===== src/hdl/klnp_pkg.sv =====
// Package for kth_largest_next_prime_insert: command and status codes, widths.
// No dependencies.
`timescale 1ns / 1ps
package klnp_pkg;
  localparam int DEF_LIST_DEPTH = 16;
  localparam logic [1:0] CMD_APPEND = 2'd0;
  localparam logic [1:0] CMD_QUERY  = 2'd1;
  localparam logic [1:0] CMD_READ   = 2'd2;
  localparam logic [1:0] CMD_NOP    = 2'd3;
  localparam logic [1:0] ST_OK      = 2'd0;
  localparam logic [1:0] ST_NORANK  = 2'd1;
  localparam logic [1:0] ST_FULL    = 2'd2;
  localparam logic [1:0] ST_BADIDX  = 2'd3;
  // handshake between sequencer and prime search unit
  typedef struct packed {
    logic        start;
    logic [31:0] base;
  } prime_req_t;
  typedef struct packed {
    logic        done;
    logic [30:0] prime;
  } prime_rsp_t;
endpackage


===== src/hdl/klnp_prime.sv =====
// Prime search unit: smallest prime above a signed base, odd trial division.
// Uses klnp_pkg. One restoring divide step per cycle.
`timescale 1ns / 1ps
module klnp_prime
  import klnp_pkg::*;
(
  input  logic       clk,
  input  logic       rst_n,
  input  prime_req_t req,
  output prime_rsp_t rsp
);
  localparam logic [2:0] P_IDLE = 3'd0, P_CAND = 3'd1, P_DIVS = 3'd2,
                         P_DIV = 3'd3, P_CHK = 3'd4;
  logic [2:0]  st_r, st_nxt;
  logic [31:0] cand_r, cand_nxt;   // candidate, up to 2^31-1
  logic [31:0] div_r, div_nxt;     // trial divisor (odd)
  logic [31:0] rem_r, rem_nxt;     // partial remainder
  logic [31:0] quo_r, quo_nxt;     // shifting dividend bits
  logic [5:0]  cnt_r, cnt_nxt;
  logic        done_r, done_nxt;
  logic [63:0] sq;
  logic [32:0] trial;
  logic [32:0] shl;

  assign sq    = div_r * div_r;
  assign shl   = {rem_r, quo_r[31]};
  assign trial = shl - {1'b0, div_r};

  always_comb begin
    st_nxt = st_r; cand_nxt = cand_r; div_nxt = div_r; rem_nxt = rem_r;
    quo_nxt = quo_r; cnt_nxt = cnt_r; done_nxt = 1'b0;
    unique case (st_r)
      P_IDLE: begin
        if (req.start) begin
          if ($signed(req.base) < 32'sd2) begin
            cand_nxt = 32'd2; done_nxt = 1'b1;
          end else begin
            cand_nxt = req.base + 32'd1; st_nxt = P_CAND;
          end
        end
      end
      P_CAND: begin
        if (cand_r == 32'd2 || cand_r == 32'd3) begin
          done_nxt = 1'b1; st_nxt = P_IDLE;
        end else if (!cand_r[0]) begin
          cand_nxt = cand_r + 32'd1;
        end else begin
          div_nxt = 32'd3; st_nxt = P_DIVS;
        end
      end
      P_DIVS: begin
        if (sq > {32'd0, cand_r}) begin
          done_nxt = 1'b1; st_nxt = P_IDLE;
        end else begin
          rem_nxt = '0; quo_nxt = cand_r; cnt_nxt = 6'd32; st_nxt = P_DIV;
        end
      end
      P_DIV: begin
        rem_nxt = trial[32] ? shl[31:0] : trial[31:0];
        quo_nxt = {quo_r[30:0], 1'b0};
        cnt_nxt = cnt_r - 6'd1;
        if (cnt_r == 6'd1) st_nxt = P_CHK;
      end
      P_CHK: begin
        if (rem_r == 32'd0) begin
          cand_nxt = cand_r + 32'd2; st_nxt = P_CAND;
        end else begin
          div_nxt = div_r + 32'd2; st_nxt = P_DIVS;
        end
      end
      default: st_nxt = P_IDLE;
    endcase
  end

  always_ff @(posedge clk) begin
    if (!rst_n) begin
      st_r <= P_IDLE; done_r <= 1'b0;
    end else begin
      st_r <= st_nxt; done_r <= done_nxt;
    end
    cand_r <= cand_nxt; div_r <= div_nxt; rem_r <= rem_nxt;
    quo_r <= quo_nxt; cnt_r <= cnt_nxt;
  end

  assign rsp.done  = done_r;
  assign rsp.prime = cand_r[30:0];
endmodule


===== src/hdl/kth_largest_next_prime_insert.sv =====
// Top level of kth_largest_next_prime_insert: list store, scan sequencer.
// Uses klnp_pkg and klnp_prime.
// One word at a time. Append and no-op go from decode to the output; a
// read fetches the word first. A query runs k scans of the list, fetching
// and then comparing each element, with a round step after each scan.
// Then comes the prime search unit, whose cost is set by trial division:
// one divide bit per cycle, for each odd divisor up to the square root of
// each candidate. An insert then shifts the tail up one slot at a time,
// reading and then writing each element. The result sits in an output
// register. in_stall is high after accept until that result has been
// taken.
`timescale 1ns / 1ps
module kth_largest_next_prime_insert
  import klnp_pkg::*;
#(
  parameter int LIST_DEPTH = DEF_LIST_DEPTH
) (
  input  logic        clk,
  input  logic        rst_n,
  input  logic        in_valid,
  output logic        in_stall,
  input  logic [1:0]  in_cmd,
  input  logic signed [31:0] in_value_in,
  input  logic [4:0]  in_rank_k,
  input  logic [3:0]  in_read_index,
  output logic        out_valid,
  input  logic        out_stall,
  output logic [1:0]  out_status,
  output logic signed [31:0] out_kth_value,
  output logic [30:0] out_next_prime,
  output logic [3:0]  out_found_position,
  output logic [4:0]  out_list_length
);
  localparam int AW = (LIST_DEPTH > 1) ? $clog2(LIST_DEPTH) : 1;
  localparam int CW = $clog2(LIST_DEPTH + 1);
  localparam logic [CW-1:0] DEPTH_C = CW'(LIST_DEPTH);

  localparam logic [3:0] S_IDLE = 4'd0, S_DEC = 4'd1, S_SCAN = 4'd2,
    S_SCANW = 4'd3, S_RND = 4'd4, S_PRIME = 4'd5, S_SHRD = 4'd6,
    S_SHWR = 4'd7, S_INS = 4'd8, S_READ = 4'd9, S_RDW = 4'd10, S_OUT = 4'd11,
    S_HOLD = 4'd12;

  logic [3:0]  st_r, st_nxt;
  logic [CW-1:0] cnt_r, cnt_nxt;
  logic [1:0]  cmd_r;
  logic [31:0] val_r;
  logic [4:0]  k_r;
  logic [3:0]  idx_r;
  // scan state
  logic [CW-1:0] i_r, i_nxt;      // element being fetched
  logic [CW-1:0] j_r, j_nxt;      // element whose data is on rd_q
  logic [4:0]  rnd_r, rnd_nxt;
  logic        hb_r, hb_nxt;      // bound valid
  logic signed [31:0] bnd_r, bnd_nxt;
  logic        fnd_r, fnd_nxt;
  logic signed [31:0] best_r, best_nxt;
  logic [CW-1:0] where_r, where_nxt;
  // memory
  logic [31:0] mem [LIST_DEPTH];
  logic [31:0] rd_q;
  logic [AW-1:0] ra, wa;
  logic          we;
  logic [31:0]   wd;
  // output register
  logic        ov_r, ov_nxt;
  logic [1:0]  os_r, os_nxt;
  logic [31:0] ok_r, ok_nxt;
  logic [30:0] op_r, op_nxt;
  logic [3:0]  opos_r, opos_nxt;
  prime_req_t  preq;
  prime_rsp_t  prsp;
  logic signed [31:0] e;

  klnp_prime u_prime (.clk(clk), .rst_n(rst_n), .req(preq), .rsp(prsp));

  always_ff @(posedge clk) begin
    if (we) mem[wa] <= wd;
    rd_q <= mem[ra];
  end

  assign e = $signed(rd_q);

  always_comb begin
    st_nxt = st_r; cnt_nxt = cnt_r; i_nxt = i_r; j_nxt = j_r; rnd_nxt = rnd_r;
    hb_nxt = hb_r; bnd_nxt = bnd_r; fnd_nxt = fnd_r; best_nxt = best_r;
    where_nxt = where_r; ov_nxt = ov_r; os_nxt = os_r; ok_nxt = ok_r;
    op_nxt = op_r; opos_nxt = opos_r;
    ra = i_r[AW-1:0]; wa = cnt_r[AW-1:0]; we = 1'b0; wd = val_r;
    preq.start = 1'b0; preq.base = bnd_r;
    unique case (st_r)
      S_IDLE: if (in_valid) st_nxt = S_DEC;
      S_DEC: begin
        os_nxt = ST_OK; ok_nxt = '0; op_nxt = '0; opos_nxt = '0;
        unique case (cmd_r)
          CMD_APPEND: begin
            if (cnt_r >= DEPTH_C) os_nxt = ST_FULL;
            else begin
              we = 1'b1; cnt_nxt = cnt_r + CW'(1);
            end
            st_nxt = S_OUT;
          end
          CMD_QUERY: begin
            if (cnt_r == '0 || cnt_r >= DEPTH_C) begin
              os_nxt = ST_FULL; st_nxt = S_OUT;
            end else if (k_r == 5'd0) begin
              os_nxt = ST_NORANK; st_nxt = S_OUT;
            end else begin
              hb_nxt = 1'b0; rnd_nxt = 5'd0; fnd_nxt = 1'b0;
              i_nxt = '0; st_nxt = S_SCAN;
            end
          end
          CMD_READ: begin
            if ({1'b0, idx_r} >= (CW+1)'(cnt_r) ||
                {1'b0, idx_r} >= (CW+1)'(LIST_DEPTH)) begin
              os_nxt = ST_BADIDX; st_nxt = S_OUT;
            end else st_nxt = S_READ;
          end
          default: st_nxt = S_OUT;
        endcase
      end
      S_SCAN: begin
        // issue read of element i
        ra = i_r[AW-1:0]; j_nxt = i_r; i_nxt = i_r + CW'(1); st_nxt = S_SCANW;
      end
      S_SCANW: begin
        if ((!hb_r || e < bnd_r) && (!fnd_r || e > best_r)) begin
          best_nxt = e; where_nxt = j_r; fnd_nxt = 1'b1;
        end
        if (i_r == cnt_r) st_nxt = S_RND;
        else st_nxt = S_SCAN;
      end
      S_RND: begin
        if (!fnd_r) begin
          os_nxt = ST_NORANK; st_nxt = S_OUT;
        end else begin
          bnd_nxt = best_r; hb_nxt = 1'b1; fnd_nxt = 1'b0;
          rnd_nxt = rnd_r + 5'd1; i_nxt = '0;
          if (rnd_r + 5'd1 == k_r) begin
            ok_nxt = best_r; opos_nxt = 4'(where_r);
            if (best_r > 32'sd2147483646) begin
              os_nxt = ST_NORANK; st_nxt = S_OUT;
            end else begin
              preq.start = 1'b1; preq.base = best_r; st_nxt = S_PRIME;
            end
          end else st_nxt = S_SCAN;
        end
      end
      S_PRIME: begin
        if (prsp.done) begin
          op_nxt = prsp.prime; i_nxt = cnt_r; st_nxt = S_SHRD;
        end
      end
      S_SHRD: begin
        // move i-1 to i while i > where+1
        if (i_r == where_r + CW'(1)) st_nxt = S_INS;
        else begin
          ra = AW'(i_r - CW'(1)); st_nxt = S_SHWR;
        end
      end
      S_SHWR: begin
        we = 1'b1; wa = i_r[AW-1:0]; wd = rd_q;
        i_nxt = i_r - CW'(1); st_nxt = S_SHRD;
      end
      S_INS: begin
        we = 1'b1; wa = AW'(where_r + CW'(1)); wd = {1'b0, op_r};
        cnt_nxt = cnt_r + CW'(1); st_nxt = S_OUT;
      end
      S_READ: begin
        ra = AW'(idx_r); st_nxt = S_RDW;
      end
      S_RDW: begin
        ok_nxt = rd_q; st_nxt = S_OUT;
      end
      S_OUT: begin
        ov_nxt = 1'b1; st_nxt = S_HOLD;
      end
      S_HOLD: if (!out_stall) begin
        ov_nxt = 1'b0; st_nxt = S_IDLE;
      end
      default: st_nxt = S_IDLE;
    endcase
  end

  always_ff @(posedge clk) begin
    if (!rst_n) begin
      st_r <= S_IDLE; cnt_r <= '0; ov_r <= 1'b0;
    end else begin
      st_r <= st_nxt; cnt_r <= cnt_nxt; ov_r <= ov_nxt;
    end
    if (st_r == S_IDLE && in_valid) begin
      cmd_r <= in_cmd; val_r <= in_value_in; k_r <= in_rank_k; idx_r <= in_read_index;
    end
    i_r <= i_nxt; j_r <= j_nxt; rnd_r <= rnd_nxt; hb_r <= hb_nxt; bnd_r <= bnd_nxt;
    fnd_r <= fnd_nxt; best_r <= best_nxt; where_r <= where_nxt;
    os_r <= os_nxt; ok_r <= ok_nxt; op_r <= op_nxt; opos_r <= opos_nxt;
  end

  assign in_stall           = (st_r != S_IDLE);
  assign out_valid          = ov_r;
  assign out_status         = os_r;
  assign out_kth_value      = ok_r;
  assign out_next_prime     = op_r;
  assign out_found_position = opos_r;
  assign out_list_length    = 5'(cnt_r);
endmodule


===== config.mk =====
export PLATFORM = sky130hd
export DESIGN_NAME = kth_largest_next_prime_insert
export DESIGN_NICKNAME = d
export VERILOG_FILES = /design/src/hdl/klnp_pkg.sv /design/src/hdl/klnp_prime.sv /design/src/hdl/kth_largest_next_prime_insert.sv
export SDC_FILE = /design/constraint.sdc
export NUM_CORES = 2
export LEC_CHECK = 0
export BUFFER_PORTS_ARGS = -buffer_cell sky130_fd_sc_hd__buf_2
export CORE_MARGIN = 5
export CORE_UTILIZATION = 60
export CTS_BUF_LIST = sky130_fd_sc_hd__clkbuf_4
export CTS_CLUSTER_DIAMETER = 60
export DETAILED_ROUTE_END_ITERATION = 8
export PLACE_DENSITY = 0.8
export SYNTH_ARGS = -nofsm -noshare
export SYNTH_HDL_FRONTEND = slang
export SYNTH_SLANG_ARGS = --single-unit

===== constraint.sdc =====
create_clock -name clk -period 38.2 [get_ports clk]
set_input_delay 3.82 -clock clk [delete_from_list [all_inputs] [get_ports clk]]
set_output_delay 3.82 -clock clk [all_outputs]
set_load 0.1 [all_outputs]

==> results.yml <==
cts:
  cts_htree_levels: 4
  tritoncts: "built"
  setup_bufs_post_cts: 0
  cts_max_path_buffers: 3
  holdBufCountCts: 0
  cts-root-buf: "clkbuf_4"
  worst_skew_pair.late_latency_ps: 1140
  cts_resized: 0
  number_of_clock_sinks_seen_by_cts: 889
  clkSlewWorstSetupHoldPaths_ps: 80
  tritoncts.num_buffers: 219
finish:
  filler_cell_count: 9020
  area_delta_synth_final_pct: 7.57
  layout_commonest_cell: "inv_1"
  layout.cells.most_common_list: "1203 x inv_1, 843 x edfxtp_1, 829 x nand2_1"
  net_total_in_the_final_layout: 8279
  final_cell_utilization_of_the_core_pct: 65.0
  drive_above_1_share_pct: 9.21
sta:
  remaining_max_slew_budget_at_the_tightest_pin_pct: 24.0
  setup_viol_count_final: 0
  setup_total_negative_slack_ps: 0
  finalClockSkew_ps: 136
  min_period_ps: 12600
  rsz_0062_raised_after_global_routing: "no"
  post-route-worst-setup-slack_ps: 25600
  worst_slew_pin_slew_ps: 1140
  max_frequency_mhz: 79.4
  share_of_the_clock_period_used_by_the_worst_path_after_layout_pct: 33.0
  slew_violations: 0
  timing.final.hold_violations: 0
logic_synthesis:
  ys_ff_latch: 889
  syn_area_um2: 71300
  synthCells: 6868
  synth_top_flop_cell: "edfxtp_1"
  synth.yosys.seq_area_share_pct: 36.8
  syn-num-nets: 8142
  synthArstFlopShare_pct: 0
  synth_enable_flop_cells: 843
  yosys_warnings: 0
  netlist-cell-type-count: 85
  synth_area_per_cell_um2: 10.4
worst_hold_path:
  timing.hold.worst.class: "register to register"
floorplan:
  placement_rows: 126
  die_y_um: 355
  dieArea_um2: 126000
  initial_standard_cell_utilization_of_the_core_pct: 60.4
  ioPinCount: 123
  coreArea_um2: 118000
  die_w_um: 355
flow_run:
  cap_violations: 0
route:
  vias: 53600
  ant_nets: 0
  drt_pre_antenna_iters: 6
  totalWireLength_um: 213000
  post_drt_wl_per_cell_um: 24.3
  via_per_inst: 6.13
  drt_iter0_drc: 5718
  residual_drc_count: 0
grt:
  grt_max_degree: 186
  antenna_found_initial: 11
  global_route_wire_length_before_repair_um: 321000
  grt.total_usage_pct: 33.7
  grt_pass1_vias: 54700
  globalRoute.totalOverflow: 0
power_and_ir_drop:
  fin_total_pwr_mw: 3.16
  total_leakage_power_nw: 34.3
  cellPowerDensity_nw_per_um2: 41.2
  irDropWorstVdd_uv: 79.2
critical_path:
  critPathMaxFanout: 70
  arrival_ps: 13240
  cp-start-kind: "register"
  critPathMostFrequentCell: "fa_1"
  timing.setup.critical_path_class: "register to register"
  setup.worst_path.end_class: "register"
  slowest_delay_ps: 1000
  required_ps: 38850
  critPathSlowestCell: "edfxtp_1"
placement:
  routabilityCongestion: 1.02
  post-dp-hpwl_um: 155000
  port_buffers: 122
  place_ws_ps: 26010
outcome:
  status: "finished, final reports clean"
routing by layer:
| metal | part of all wire, % | wire (um) | global-route usage (%) |
|---|---|---|---|
| met5 | 0.016 | 34 | 0 |
| met4 | 6.3 | 13500 | 18.0 |
| met3 | 12 | 25200 | 9.64 |
| met2 | 46 | 98300 | 53.9 |
| met1 | 36 | 75700 | 41.9 |
cells in the mapped netlist, drive strengths merged (18+ instances only):
| cell type | n | share of area (%) |
|---|---|---|
| a21oi | 244 | 1.7 |
| a31oi | 88 | 0.77 |
| nand2b | 35 | 0.31 |
| o21a | 21 | 0.22 |
| dfxtp | 46 | 1.3 |
| buf | 81 | 0.61 |
| o21ai | 225 | 1.6 |
| nand4 | 59 | 0.53 |
| fa | 805 | 23 |
| a21o | 85 | 0.90 |
| and2 | 21 | 0.18 |
| nor4 | 51 | 0.45 |
| and3 | 44 | 0.39 |
| a311oi | 66 | 0.81 |
| o211ai | 18 | 0.19 |
| nand3 | 95 | 0.67 |
| nand2 | 830 | 4.4 |
| ha | 422 | 7.4 |
| mux2i | 39 | 0.55 |
| xnor2 | 137 | 1.7 |
| xor2 | 44 | 0.54 |
| nor2b | 146 | 1.3 |
| clkbuf | 226 | 1.2 |
| a22oi | 43 | 0.45 |
| a211oi | 177 | 1.9 |
| nor2 | 489 | 2.6 |
| inv | 1207 | 6.4 |
| edfxtp | 843 | 36 |
| nor3 | 63 | 0.44 |
layout make-up:
| class | count | area (um^2) | share of cell area [%] |
|---|---|---|---|
| inverters | 1214 | 4560 | 5.94 |
| multi-input cells | 4458 | 39500 | 51.5 |
| flip-flops and latches | 889 | 26200 | 34.2 |
| well taps | 1536 | 1920 | 2.51 |
| diodes | 6 | 15.0 | 0.0196 |
| repair buffers | 223 | 1380 | 1.80 |
| clock inverters | 96 | 702 | 0.915 |
| clock buffers | 318 | 2390 | 3.11 |
sequential cells by signal (all words and copies together), names as in the netlist, 6 cells and up:
name            count
out_next_prime     31
out_kth_value      32
u_prime.rem_r      32
e                  32
mem               512
u_prime.cand_r     32
bnd_r              32
u_prime.cnt_r       6
best_r             32
u_prime.div_r      31
val_r              32
u_prime.quo_r      32
path summary, 6_finish.rpt:
check	from	end	slack, ps	cells past startpoint
worst min register to register	j_r[1]	where_r[1]	430	0
worst max register to register	u_prime.div_r[7]	u_prime.rem_r[21]	25600	37
worst max-delay path	u_prime.div_r[7]	u_prime.rem_r[21]	25600	37
worst min-delay path	j_r[1]	where_r[1]	430	0
worst max-delay path, delay by kind of cell, from the launching register on:
| family | cells | cell delay, ps |
|---|---|---|
| XOR/XNOR | 1 | 160 |
| flip-flops | 1 | 1000 |
| AO/OA/AOI/OAI | 8 | 1780 |
| adder cells (fa/ha/maj) | 10 | 4780 |
| buffers and inverters | 9 | 1930 |
| AND/OR/NAND/NOR | 9 | 2330 |
logic make-up after synthesis:
| group | after synthesis | synth area share, % |
|---|---|---|
| buf+inv | 1521 | 8.19 |
| fa+ha+maj | 1227 | 30.0 |
| flops | 889 | 36.8 |
| xor+xnor | 182 | 2.26 |
| mux | 44 | 0.626 |
| simple gates | 1899 | 11.9 |
| compound gates | 1106 | 10.2 |
stage by stage:
stage          hold slack (ps)  area [um^2]  std cells
3_3_place_gp               400        73600       8320
4_1_cts                    425        76700       8734
5_1_grt                    428        76700       8736
3_5_place_dp               409        73600       8320
2_1_floorplan              400        71300       6868
6_report                   426        76700       8740
report_power, final:
| part | switching [mW] | total [mW] | leakage (nW) | internal [mW] |
|---|---|---|---|---|
| logic | 0.702 | 0.949 | 24.4 | 0.247 |
| registers | 0.119 | 1.35 | 8.05 | 1.23 |
| clock network | 0.411 | 0.856 | 1.82 | 0.445 |
Note: power is estimated with default switching activity, not from simulation.
